File: src/sv/jsu_pkg.sv
// Shared types, codes and UTF-8 helpers for the JSON string unescaper.
package jsu_pkg;

  // Input operation codes
  localparam logic [1:0] OP_START = 2'd0;
  localparam logic [1:0] OP_DATA  = 2'd1;
  localparam logic [1:0] OP_EOL   = 2'd2;

  // Result status codes
  localparam logic [2:0] ST_BYTE   = 3'd0;
  localparam logic [2:0] ST_DONE   = 3'd1;
  localparam logic [2:0] ST_NOQUO  = 3'd2;
  localparam logic [2:0] ST_BADESC = 3'd3;
  localparam logic [2:0] ST_BADHEX = 3'd4;
  localparam logic [2:0] ST_BADSUR = 3'd5;
  localparam logic [2:0] ST_UNTERM = 3'd6;

  // Command queue geometry
  localparam int Q_DEPTH = 4;
  localparam int Q_AW    = $clog2(Q_DEPTH);
  localparam int Q_CW    = $clog2(Q_DEPTH + 1);

  typedef struct packed {
    logic [1:0] op;
    logic [7:0] data_byte;
  } in_t;

  typedef struct packed {
    logic [7:0] out_byte;
    logic [2:0] status;
    logic       last;
  } out_t;

  // One decoded command: a raw byte, a code point to encode, or a status
  typedef struct packed {
    logic        raw;
    logic [2:0]  status;
    logic [20:0] cp;
  } cmd_t;

  typedef struct packed {
    logic full;
    logic empty;
  } q_stat_t;

  // Index of the last UTF-8 byte for a code point (length minus one)
  function automatic logic [1:0] utf8_last(input logic [20:0] cp);
    logic [1:0] r;
    if (cp <= 21'h00007F) r = 2'd0;
    else if (cp <= 21'h0007FF) r = 2'd1;
    else if (cp <= 21'h00FFFF) r = 2'd2;
    else r = 2'd3;
    return r;
  endfunction

  // Byte number idx of the UTF-8 encoding of cp
  function automatic logic [7:0] utf8_byte(input logic [20:0] cp,
                                           input logic [1:0]  last,
                                           input logic [1:0]  idx);
    logic [1:0] from_end;
    logic [7:0] r;
    from_end = last - idx;
    if (idx == 2'd0) begin
      case (last)
        2'd0: r = {1'b0, cp[6:0]};
        2'd1: r = {3'b110, cp[10:6]};
        2'd2: r = {4'b1110, cp[15:12]};
        default: r = {5'b11110, cp[20:18]};
      endcase
    end else begin
      case (from_end)
        2'd0: r = {2'b10, cp[5:0]};
        2'd1: r = {2'b10, cp[11:6]};
        default: r = {2'b10, cp[17:12]};
      endcase
    end
    return r;
  endfunction

endpackage

File: src/sv/jsu_front.sv
// Front end: accepts input beats, runs the string parser, pushes commands.
module jsu_front (
  input  logic              clk,
  input  logic              rst_n,
  input  logic              in_valid,
  output logic              in_ready,
  input  jsu_pkg::in_t      in_beat,
  input  jsu_pkg::q_stat_t  q_stat,
  output logic              push,
  output jsu_pkg::cmd_t     push_cmd
);

  localparam logic [3:0] PH_IDLE   = 4'd0;
  localparam logic [3:0] PH_BLANK  = 4'd1;
  localparam logic [3:0] PH_BODY   = 4'd2;
  localparam logic [3:0] PH_ESC    = 4'd3;
  localparam logic [3:0] PH_HEX1   = 4'd4;
  localparam logic [3:0] PH_PAIRBS = 4'd5;
  localparam logic [3:0] PH_PAIRU  = 4'd6;
  localparam logic [3:0] PH_HEX2   = 4'd7;
  localparam logic [3:0] PH_OVER   = 4'd8;

  logic [3:0]  phase_r, phase_nxt;
  logic [15:0] acc_r, acc_nxt;
  logic [1:0]  cnt_r, cnt_nxt;
  logic [9:0]  hi_r, hi_nxt;

  logic [7:0]  c;
  logic [3:0]  hex_val;
  logic        hex_ok;
  logic [15:0] unit;
  logic        fail_en;
  logic [2:0]  fail_code;
  logic        accept;

  assign in_ready = !q_stat.full;
  assign accept   = in_valid && in_ready;
  assign c        = in_beat.data_byte;
  assign unit     = {acc_r[11:0], hex_val};

  always_comb begin
    hex_ok  = 1'b1;
    hex_val = 4'd0;
    if (c >= 8'h30 && c <= 8'h39) hex_val = 4'(c - 8'h30);
    else if (c >= 8'h61 && c <= 8'h66) hex_val = 4'(c - 8'h57);
    else if (c >= 8'h41 && c <= 8'h46) hex_val = 4'(c - 8'h37);
    else hex_ok = 1'b0;
  end

  always_comb begin
    phase_nxt = phase_r;
    acc_nxt   = acc_r;
    cnt_nxt   = cnt_r;
    hi_nxt    = hi_r;
    push      = 1'b0;
    push_cmd  = '0;
    fail_en   = 1'b0;
    fail_code = jsu_pkg::ST_BYTE;
    if (accept) begin
      if (in_beat.op == jsu_pkg::OP_START) begin
        phase_nxt = PH_BLANK;
        acc_nxt   = '0;
        cnt_nxt   = '0;
        hi_nxt    = '0;
      end else if ((in_beat.op == jsu_pkg::OP_DATA || in_beat.op == jsu_pkg::OP_EOL)
                   && phase_r != PH_IDLE && phase_r != PH_OVER) begin
        if (in_beat.op == jsu_pkg::OP_EOL) begin
          fail_en   = 1'b1;
          fail_code = (phase_r == PH_BLANK) ? jsu_pkg::ST_NOQUO : jsu_pkg::ST_UNTERM;
        end else begin
          case (phase_r)
            PH_BLANK: begin
              if (c == 8'h22) begin
                phase_nxt = PH_BODY;
              end else if (c != 8'h20 && c != 8'h09 && c != 8'h0D && c != 8'h0A) begin
                fail_en   = 1'b1;
                fail_code = jsu_pkg::ST_NOQUO;
              end
            end
            PH_BODY: begin
              if (c == 8'h22) begin
                phase_nxt       = PH_OVER;
                push            = 1'b1;
                push_cmd.status = jsu_pkg::ST_DONE;
              end else if (c == 8'h5C) begin
                phase_nxt = PH_ESC;
              end else begin
                push        = 1'b1;
                push_cmd.raw = 1'b1;
                push_cmd.cp = {13'd0, c};
              end
            end
            PH_ESC: begin
              phase_nxt    = PH_BODY;
              push         = 1'b1;
              push_cmd.raw = 1'b1;
              case (c)
                8'h22, 8'h5C, 8'h2F: push_cmd.cp = {13'd0, c};
                8'h62: push_cmd.cp = 21'h08;
                8'h66: push_cmd.cp = 21'h0C;
                8'h6E: push_cmd.cp = 21'h0A;
                8'h72: push_cmd.cp = 21'h0D;
                8'h74: push_cmd.cp = 21'h09;
                8'h75: begin
                  push      = 1'b0;
                  phase_nxt = PH_HEX1;
                  acc_nxt   = '0;
                  cnt_nxt   = '0;
                end
                default: begin
                  push      = 1'b0;
                  fail_en   = 1'b1;
                  fail_code = jsu_pkg::ST_BADESC;
                end
              endcase
            end
            PH_PAIRBS: begin
              if (c == 8'h5C) begin
                phase_nxt = PH_PAIRU;
              end else begin
                fail_en   = 1'b1;
                fail_code = jsu_pkg::ST_BADSUR;
              end
            end
            PH_PAIRU: begin
              if (c == 8'h75) begin
                phase_nxt = PH_HEX2;
                acc_nxt   = '0;
                cnt_nxt   = '0;
              end else begin
                fail_en   = 1'b1;
                fail_code = jsu_pkg::ST_BADSUR;
              end
            end
            PH_HEX1, PH_HEX2: begin
              if (!hex_ok) begin
                fail_en   = 1'b1;
                fail_code = jsu_pkg::ST_BADHEX;
              end else if (cnt_r != 2'd3) begin
                acc_nxt = unit;
                cnt_nxt = cnt_r + 2'd1;
              end else begin
                acc_nxt = '0;
                cnt_nxt = '0;
                if (phase_r == PH_HEX1) begin
                  if (unit >= 16'hD800 && unit <= 16'hDBFF) begin
                    hi_nxt    = unit[9:0];
                    phase_nxt = PH_PAIRBS;
                  end else if (unit >= 16'hDC00 && unit <= 16'hDFFF) begin
                    fail_en   = 1'b1;
                    fail_code = jsu_pkg::ST_BADSUR;
                  end else begin
                    phase_nxt   = PH_BODY;
                    push        = 1'b1;
                    push_cmd.cp = {5'd0, unit};
                  end
                end else if (unit < 16'hDC00 || unit > 16'hDFFF) begin
                  fail_en   = 1'b1;
                  fail_code = jsu_pkg::ST_BADSUR;
                end else begin
                  // supplementary plane: 0x10000 + (high bits : low bits)
                  phase_nxt   = PH_BODY;
                  hi_nxt      = '0;
                  push        = 1'b1;
                  push_cmd.cp = 21'h10000 + {1'b0, hi_r, unit[9:0]};
                end
              end
            end
            default: begin
              phase_nxt = phase_r;
            end
          endcase
        end
        if (fail_en) begin
          phase_nxt       = PH_OVER;
          push            = 1'b1;
          push_cmd        = '0;
          push_cmd.status = fail_code;
        end
      end
    end
  end

  always_ff @(posedge clk) begin
    if (!rst_n) begin
      phase_r <= PH_IDLE;
      acc_r   <= '0;
      cnt_r   <= '0;
      hi_r    <= '0;
    end else begin
      phase_r <= phase_nxt;
      acc_r   <= acc_nxt;
      cnt_r   <= cnt_nxt;
      hi_r    <= hi_nxt;
    end
  end

endmodule

File: src/sv/jsu_queue.sv
// Small command FIFO between the parser and the UTF-8 expander.
module jsu_queue (
  input  logic              clk,
  input  logic              rst_n,
  input  logic              push,
  input  jsu_pkg::cmd_t     push_cmd,
  input  logic              pop,
  output jsu_pkg::cmd_t     head,
  output jsu_pkg::q_stat_t  q_stat
);

  jsu_pkg::cmd_t mem_r [jsu_pkg::Q_DEPTH];
  logic [jsu_pkg::Q_AW-1:0] wptr_r, wptr_nxt;
  logic [jsu_pkg::Q_AW-1:0] rptr_r, rptr_nxt;
  logic [jsu_pkg::Q_CW-1:0] cnt_r, cnt_nxt;

  assign head         = mem_r[rptr_r];
  assign q_stat.full  = (cnt_r == jsu_pkg::Q_CW'(jsu_pkg::Q_DEPTH));
  assign q_stat.empty = (cnt_r == '0);

  always_comb begin
    wptr_nxt = push ? wptr_r + 1'b1 : wptr_r;
    rptr_nxt = pop ? rptr_r + 1'b1 : rptr_r;
    cnt_nxt  = cnt_r;
    if (push && !pop) cnt_nxt = cnt_r + 1'b1;
    else if (pop && !push) cnt_nxt = cnt_r - 1'b1;
  end

  always_ff @(posedge clk) begin
    if (push) begin
      mem_r[wptr_r] <= push_cmd;
    end
  end

  always_ff @(posedge clk) begin
    if (!rst_n) begin
      wptr_r <= '0;
      rptr_r <= '0;
      cnt_r  <= '0;
    end else begin
      wptr_r <= wptr_nxt;
      rptr_r <= rptr_nxt;
      cnt_r  <= cnt_nxt;
    end
  end

  a_no_overflow: assert property (@(posedge clk) disable iff (!rst_n)
    push |-> !q_stat.full)
    else $error("command pushed into full queue");

  a_no_underflow: assert property (@(posedge clk) disable iff (!rst_n)
    pop |-> !q_stat.empty)
    else $error("command popped from empty queue");

  a_cnt_bound: assert property (@(posedge clk) disable iff (!rst_n)
    cnt_r <= jsu_pkg::Q_CW'(jsu_pkg::Q_DEPTH))
    else $error("queue count beyond depth");

endmodule

File: src/sv/jsu_back.sv
// Back end: expands queued commands into output beats, one byte per cycle while out_ready allows.
module jsu_back (
  input  logic              clk,
  input  logic              rst_n,
  input  jsu_pkg::cmd_t     head,
  input  jsu_pkg::q_stat_t  q_stat,
  output logic              pop,
  output logic              out_valid,
  input  logic              out_ready,
  output jsu_pkg::out_t     out_beat
);

  logic [1:0]    idx_r, idx_nxt;
  logic          out_valid_r, out_valid_nxt;
  jsu_pkg::out_t out_r, out_nxt;
  logic [1:0]    last_idx;
  logic          single;
  logic          fire;

  assign single   = head.raw || (head.status != jsu_pkg::ST_BYTE);
  assign last_idx = single ? 2'd0 : jsu_pkg::utf8_last(head.cp);
  assign fire     = !q_stat.empty && (!out_valid_r || out_ready);
  assign pop      = fire && (idx_r == last_idx);

  always_comb begin
    idx_nxt       = idx_r;
    out_nxt       = out_r;
    out_valid_nxt = out_valid_r;
    if (fire) begin
      out_valid_nxt   = 1'b1;
      out_nxt.status  = head.status;
      out_nxt.last    = (idx_r == last_idx);
      if (head.status != jsu_pkg::ST_BYTE) out_nxt.out_byte = 8'h00;
      else if (head.raw) out_nxt.out_byte = head.cp[7:0];
      else out_nxt.out_byte = jsu_pkg::utf8_byte(head.cp, last_idx, idx_r);
      idx_nxt = (idx_r == last_idx) ? 2'd0 : idx_r + 2'd1;
    end else if (out_ready) begin
      out_valid_nxt = 1'b0;
    end
  end

  always_ff @(posedge clk) begin
    out_r <= out_nxt;
  end

  always_ff @(posedge clk) begin
    if (!rst_n) begin
      idx_r       <= '0;
      out_valid_r <= 1'b0;
    end else begin
      idx_r       <= idx_nxt;
      out_valid_r <= out_valid_nxt;
    end
  end

  assign out_valid = out_valid_r;
  assign out_beat  = out_r;

  a_status_beat: assert property (@(posedge clk) disable iff (!rst_n)
    out_valid_r && out_r.status != jsu_pkg::ST_BYTE |-> out_r.last && out_r.out_byte == 8'h00)
    else $error("status beat not final or carries data");

  a_mid_cmd: assert property (@(posedge clk) disable iff (!rst_n)
    idx_r != 2'd0 |-> !q_stat.empty)
    else $error("expander mid-sequence with empty queue");

  a_cont_byte: assert property (@(posedge clk) disable iff (!rst_n)
    fire && idx_r != 2'd0 |=> out_r.out_byte[7:6] == 2'b10)
    else $error("later UTF-8 byte is not a continuation byte");

endmodule

File: src/sv/json_string_unescape.sv
// Top level of the JSON string unescaper: parser, command queue, UTF-8 expander.
//
//  channel | direction | handshake            | payload
//  --------+-----------+----------------------+--------------------------------
//  in      | input     | in_valid / in_ready  | in_beat  (op, data_byte)
//  out     | output    | out_valid / out_ready| out_beat (out_byte, status, last)
//
//  One input beat is taken per cycle while the command queue has room; the
//  parser decides it in that same cycle and queues at most one command.
//  Each command drains as 1 to 4 output beats, one per cycle while out_ready
//  allows, through the single output register.
//  The 4-entry queue lets the parser run ahead of a stalled or busy back end;
//  in_ready drops only when the queue is full.
//  Reset: rst_n synchronous, active low; parser idle until a start op.
module json_string_unescape (
  input  logic          clk,
  input  logic          rst_n,
  input  logic          in_valid,
  output logic          in_ready,
  input  jsu_pkg::in_t  in_beat,
  output logic          out_valid,
  input  logic          out_ready,
  output jsu_pkg::out_t out_beat
);

  jsu_pkg::q_stat_t q_stat;
  jsu_pkg::cmd_t    push_cmd;
  jsu_pkg::cmd_t    head;
  logic             push;
  logic             pop;

  // Parser: blank skip, quote, escapes, hex units, surrogate pairing
  jsu_front u_front (
    .clk      (clk),
    .rst_n    (rst_n),
    .in_valid (in_valid),
    .in_ready (in_ready),
    .in_beat  (in_beat),
    .q_stat   (q_stat),
    .push     (push),
    .push_cmd (push_cmd)
  );

  // Decouples the 1-in rate from the up-to-4-out bursts
  jsu_queue u_queue (
    .clk      (clk),
    .rst_n    (rst_n),
    .push     (push),
    .push_cmd (push_cmd),
    .pop      (pop),
    .head     (head),
    .q_stat   (q_stat)
  );

  // UTF-8 encoder and output register
  jsu_back u_back (
    .clk       (clk),
    .rst_n     (rst_n),
    .head      (head),
    .q_stat    (q_stat),
    .pop       (pop),
    .out_valid (out_valid),
    .out_ready (out_ready),
    .out_beat  (out_beat)
  );

endmodule

File: config.mk
export PLATFORM = sky130hd
export DESIGN_NAME = json_string_unescape
export DESIGN_NICKNAME = d
export VERILOG_FILES = /design/src/sv/jsu_pkg.sv /design/src/sv/jsu_front.sv /design/src/sv/jsu_queue.sv /design/src/sv/jsu_back.sv /design/src/sv/json_string_unescape.sv
export SDC_FILE = /design/constraint.sdc
export NUM_CORES = 1
export LEC_CHECK = 0
export BUFFER_PORTS_ARGS = -buffer_cell sky130_fd_sc_hd__buf_2
export CORE_MARGIN = 4
export CORE_UTILIZATION = 25
export CTS_CLUSTER_DIAMETER = 60
export CTS_CLUSTER_SIZE = 30
export DETAILED_ROUTE_END_ITERATION = 8
export GPL_TIMING_DRIVEN = 0
export SYNTH_ARGS = -nofsm -noshare
export SYNTH_HDL_FRONTEND = slang
export SYNTH_SLANG_ARGS = --single-unit
File: constraint.sdc
create_clock -name clk -period 8.9 [get_ports clk]
set_clock_uncertainty 0.05 [all_clocks]
set_input_delay 1.78 -clock clk [delete_from_list [all_inputs] [get_ports clk]]
set_output_delay 1.78 -clock clk [all_outputs]
set_load 0.05 [all_outputs]
==> flow_summary.toml, run 1 <==
[cts]
cts.sinks = 152
post_cts_resized = 0
clkLatencyLatePin_ns = 0.42
cts_buffers = 17
root_buffer = "clkbuf_16"
clk_pin_slew_worst_paths_ns = 0.06
cts_buffer_depth = 2
holdBufCountCts = 0
cts_setup_buffers = 0
cts_tree = "done"
htree_levels = 4

[sta]
setup_viol = 0
max_slew.worst_pin.slew_ns = 1.34
slew_headroom_pct = 10.4
period_minus_slack_ns = 5.77
hold_slack_ns = 0.411
rsz0062_at_grt = "no"
max_freq_mhz = 173
period_share_pct = 64.8
slew_violations = 0
hold_violations = 0
tns_ns = 0

[global_routing]
grt_overflow_total = 0
grt_max_degree = 26
grt_pass1_vias = 5304
grt_pass1_wl_um = 29200
grt_use_total_pct = 10.9
antenna_found_initial = 0

[min_path]
min-delay-start = "u_front.hi_r[4]$_SDFFE_PN0P_"
hold_class = "flop to flop"

[final_layout]
n_antenna_cell = 0
nets = 742
final_common_cell = "edfxtp_1"
area_delta_synth_final_pct = 14.7
final_cell_mix = "edfxtp_1 (112), nand2_1 (70), a21oi_1 (57), nor2_1 (46), dfxtp_1 (40)"
drive_above_1_share_pct = 13.6
fin_util_pct = 29.4
fill_cells = 3093

[worst_setup_path]
setup.worst_path.start = "in_beat[1]"
crit_arrival_ns = 5.74
end_kind = "flop"
crit_type = "primary input to flop"
startpoint_type = "primary input"
worstPathMaxFanout = 25
required_ns = 8.87

[die]
dieWidth_um = 183
die_h_um = 183
num_io_pins = 28
core-area_um2 = 30000
design.die.area_um2 = 33600
start_util_pct = 25.6
fp-row-count = 63

[synthesis]
synth_top_family_by_area = "simple AND/OR/NAND/NOR gates"
yosys.area_share.simple_pct = 17.1
postSynth.asyncResetShare_pct = 0
ys_types = 78
syn-num-nets = 700
synth_top_area_cell = "edfxtp_1"
ys_seq_area_share_pct = 54.2
yosys_warnings = 0
syn_area_per_cell_um2 = 11.5
yosys-top-cells-area = "edfxtp_1 (44%), dfxtp_1 (10%), mux4_2 (5.9%)"
synth_xor_area_share_pct = 1.14
syn-cell-area_um2 = 7680
netlist_instances = 666
synth-edff-count = 112
synth_fa_ha_area_share_pct = 3.36
yosysTopAreaCellShare_pct = 43.8
synthFlopType = "edfxtp_1"
synth-compound-area-share_pct = 12.1
synth_seq_cells = 152
synthMuxAreaShare_pct = 8.75

[detailed_routing]
viasPerCell = 4.92
drt_iter0_drc = 515
firstDrtPassIters = 5
antenna_left = 0
drc = 0
vias = 5464
drt_wl_total_um = 18400
avgRoutedWirePerCell_um = 16.5

[place]
hpwlAfterDp_um = 13400
place.port_buffers = 23
gp_congestion = 0.869

[flow_run]
cap_violations = 0

[power]
p_leak_uw = 0.00295
vdd_drop_max_uv = 136
cellPowerDensity_nw_per_um2 = 237

[run_status]
status = "finished, final reports clean"
[synthesized netlist by cell type, drive strengths merged (4+ instances only)]
master,instances
edfxtp,112
nand2,70
a21oi,57
nor2,46
dfxtp,40
clkbuf,28
mux4,25
nand3,24
inv,23
ha,19
nor3,17
o21ai,16
and2,11
or3,11
a22oi,10
buf,9
mux2i,9
or2,9
and3,8
o211ai,8
nor2b,7
a31oi,6
nand2b,6
xor2,6
nand4,5
nor4,5
a211oi,4
a222oi,4
and4,4
nor3b,4
or4,4
xnor2,4
[where the power goes]
| part | switching, uW | leakage (uW) | internal [uW] |
|---|---|---|---|
| combinational | 397 | 0.00127 | 223 |
| clock | 284 | 0.000251 | 357 |
| sequential | 16.6 | 0.00143 | 809 |
[worst paths after layout]
check,endpoint,slack [ns],depth (start not counted)
setup / recovery,u_queue.mem_r[3][6]$_DFFE_PP_,3.13,12
hold / removal,u_front.hi_r[4]$_SDFFE_PN0P_,0.41,2
setup reg to reg,u_queue.cnt_r[2]$_SDFFE_PN0P_,3.52,18
hold reg to reg,u_front.hi_r[4]$_SDFFE_PN0P_,0.41,2
[through the flow]
stage / setup WS, ns / cell area (um2) / cells / power, uW
finish: 3.13 / 8810 / 1111 / 2090
floorplan: 3.60 / 7680 / 666 / 1320
global route: 2.88 / 8810 / 1111 / 2190
global placement: 2.67 / 8290 / 1079 / 1460
detailed placement: 2.65 / 8290 / 1079 / 1460
CTS: 3.08 / 8810 / 1111 / 2100
[cells by family after synthesis]
kind of cell | count (synthesis)
adders and majority gates | 20
AOI/OAI and AO/OA | 141
muxes | 34
xor gates and xnor gates | 10
DFF | 152
buffers and inverters | 62
and+or+nand+nor | 247
[sequential cells by signal (all words and copies together) (netlist names), named ones only]
name	count
u_queue.mem_r	100
u_front.phase_r	4
u_front.acc_r	12
u_queue.cnt_r	3
u_front.hi_r	10
u_back.idx_r	2
u_back.out_beat	12
u_queue.wptr_r	2
u_back.out_valid	1
u_queue.rptr_r	2
u_front.cnt_r	2
[metal layers]
| metal | global-route usage [%] | vias to the layer above | part of all wire, % |
|---|---|---|---|
| li1 | - | 2630 | - |
| met5 | 0 | - | 0 |
| met2 | 17.4 | 143 | 47 |
| met1 | 15.0 | 2668 | 47 |
| met3 | 2.66 | 23 | 4.9 |
| met4 | 2.71 | 0 | 1.3 |
[worst max-delay path, stage by stage]
cell and delay, ns:
buf_2 0.10, clkbuf_1 0.28, inv_1 0.11, ha_1 0.28, or4b_1 0.21, o211ai_1 0.12
o221ai_2 0.45, nand4_1 0.44, nor2_1 0.43, o41a_1 0.25, buf_2 0.20, and2_1 1.05
[area by class of cell]
type | count | area [um2] | share of cell area [%]
clock inverters | 14 | 97.6 | 1.11
flip-flops and latches | 152 | 4160 | 47.2
multi-input cells | 452 | 3260 | 37.0
repair buffers | 23 | 115 | 1.31
plain buffers | 37 | 166 | 1.89
inverters | 25 | 93.8 | 1.06
well taps | 390 | 488 | 5.54
clock buffers | 18 | 429 | 4.87
No activity file was read; power rests on OpenSTA's default activity.
==> run 2, diff against run 1 <==
==> constraint.sdc (replaced) <==
create_clock -name clk -period 4.68 [get_ports clk]
set_clock_uncertainty 0.05 [all_clocks]
set_input_delay 0.936 -clock clk [delete_from_list [all_inputs] [get_ports clk]]
set_output_delay 0.936 -clock clk [all_outputs]
set_load 0.05 [all_outputs]
==> run 2 against run 1 <==
First-iteration DRC count up 3.7%; routed wire length up 0.52%; combinational power up 90%; clock power up 90%; via count up 0.38%; sequential power up 91%; largest cell class unchanged; largest power group unchanged.
==> flow_summary.toml, run 2 (synthesis results as in run 1) <==
[global_routing]
grt.busiest_layer = "met2"
grt_max_degree = 26
grt_pass1_wl_um = 29200
use_met1_pct = 15.0
grt_overflow_total = 0
grt_pass1_vias = 5308
antenna_found_initial = 0
grt_use_total_pct = 11.0
use_met2_pct = 17.5
met3_usage_pct = 2.66

[die]
start_util_pct = 25.6
dieWidth_um = 183
fp-row-count = 63
design.die.area_um2 = 33600
die_h_um = 183
num_io_pins = 28
core-area_um2 = 30000

[cts]
cts_buffers = 17
cts.sinks = 152
clkLatencyLatePin_ns = 0.42
clk_pin_slew_worst_paths_ns = 0.06
root_buffer = "clkbuf_16"
htree_levels = 4
cts_buffer_depth = 2
cts_tree = "done"

[place]
place_inst = 1079
detailed_place.area_um2 = 8290
dpl_worst_slack_ns = -0.736
hpwlAfterDp_um = 13400
gp_congestion = 0.869
place.port_buffers = 23

[final_layout]
regMostFlops = "u_queue.mem_r"
final_common_cell = "edfxtp_1"
n_antenna_cell = 0
final_cell_mix = "edfxtp_1 (112), nand2_1 (70), a21oi_1 (57), nor2_1 (46), dfxtp_1 (39)"
largest_reg_flops = 100
layout.cells.non_filler = 1109
drive_above_1_share_pct = 15.3
nets = 740
stdcell_area_um2 = 8860
fill_cells = 3096
area_delta_synth_final_pct = 15.4

[power]
vdd_drop_max_uv = 258
finalPower_uw = 3970
p_leak_uw = 0.00296
cellPowerDensity_nw_per_um2 = 448

[worst_setup_path]
setup.worst_path.start = "in_beat[1]"
end_kind = "flop"
startpoint_type = "primary input"
worstPathMaxFanout = 9
required_ns = 4.97
crit_arrival_ns = 4.81
crit_type = "primary input to flop"

[detailed_routing]
drt_iter0_drc = 534
drt_wl_total_um = 18500
viasPerCell = 4.95
firstDrtPassIters = 7
avgRoutedWirePerCell_um = 16.6
vias = 5485
antenna_left = 0
drc = 0

[sta]
period_share_pct = 96.5
setup_viol = 0
hold_violations = 0
hold_slack_ns = 0.411
slew_headroom_pct = 51.7
rsz0062_at_grt = "no"
period_minus_slack_ns = 4.52
max_freq_mhz = 221
max_slew.worst_pin.slew_ns = 0.725
timing.final.ws_setup_ns = 0.164
slew_violations = 0

[run_status]
status = "finished, final reports clean"

[min_path]
min-delay-start = "u_front.hi_r[4]$_SDFFE_PN0P_"
hold_class = "flop to flop"

[flow_run]
cap_violations = 0
==> run 2: cell types whose count changed in the layout (fill, tap and decap cells not counted), sizes merged <==
cell    before  now
buf         32   29
clkbuf      46   47
==> run 2: worst max-delay path, cell delays in order <==
cell      delay, ns
buf_2          0.10
clkbuf_2       0.19
inv_1          0.08
ha_1           0.24
or4b_4         0.52
a311oi_4       0.34
o221ai_4       0.22
a21o_1         0.24
nand3_1        0.17
o41a_1         0.24
clkbuf_4       0.21
ha_1           0.20
inv_1          0.07
fa_1           0.42
xor2_1         0.17
or3_1          0.30
a21oi_1        0.14
==> run 2: timing repair <==
item	4_1_cts	5_1_grt
endpoints found under the setup margin	107	2
buffers inserted	1	0
pin swaps	1	0
hold buffers	0	0
hold endpoints to repair	0	0
resized for setup	13	10
==> run 2: where the power goes <==
group	leakage [uW]	total [uW]	internal (uW)	switching [uW]
Sequential	0.00143	1580	1540	37.7
Clock	0.000251	1220	679	539
Combinational	0.00128	1180	428	748
==> run 2: path summary, 6_finish.rpt <==
check	end	slack, ns	cells after the start
hold / removal	u_front.hi_r[4]$_SDFFE_PN0P_	0.41	2
hold reg to reg	u_front.hi_r[4]$_SDFFE_PN0P_	0.41	2
setup / recovery	u_queue.cnt_r[2]$_SDFFE_PN0P_	0.16	17
setup reg to reg	u_queue.cnt_r[2]$_SDFFE_PN0P_	0.25	16
==> run 2: final cells by class <==
type	count	area (um2)	share of cell area [%]
Timing Repair Buffer	24	123	1.38
Tap cell	390	488	5.51
Clock buffer	18	429	4.84
Clock inverter	14	97.6	1.10
Multi-Input combinational cell	452	3300	37.2
Buffer	34	166	1.88
Sequential cell	152	4170	47.0
Inverter	25	93.8	1.06
==> run 2: per-layer routing <==
| metal | wire [um] | vias to the layer above |
|---|---|---|
| met5 | 0 | - |
| met4 | 212 | 0 |
| met3 | 892 | 21 |
| met2 | 8590 | 143 |
| met1 | 8760 | 2690 |
| li1 | - | 2631 |
==> run 2: per-stage QoR <==
stage          utilization, %  setup TNS [ns]
2_1_floorplan               -               0
3_3_place_gp             27.7          -70.30
3_5_place_dp             27.7          -72.70
4_1_cts                  29.5               0
5_1_grt                  29.6               0
6_report                 29.6               0
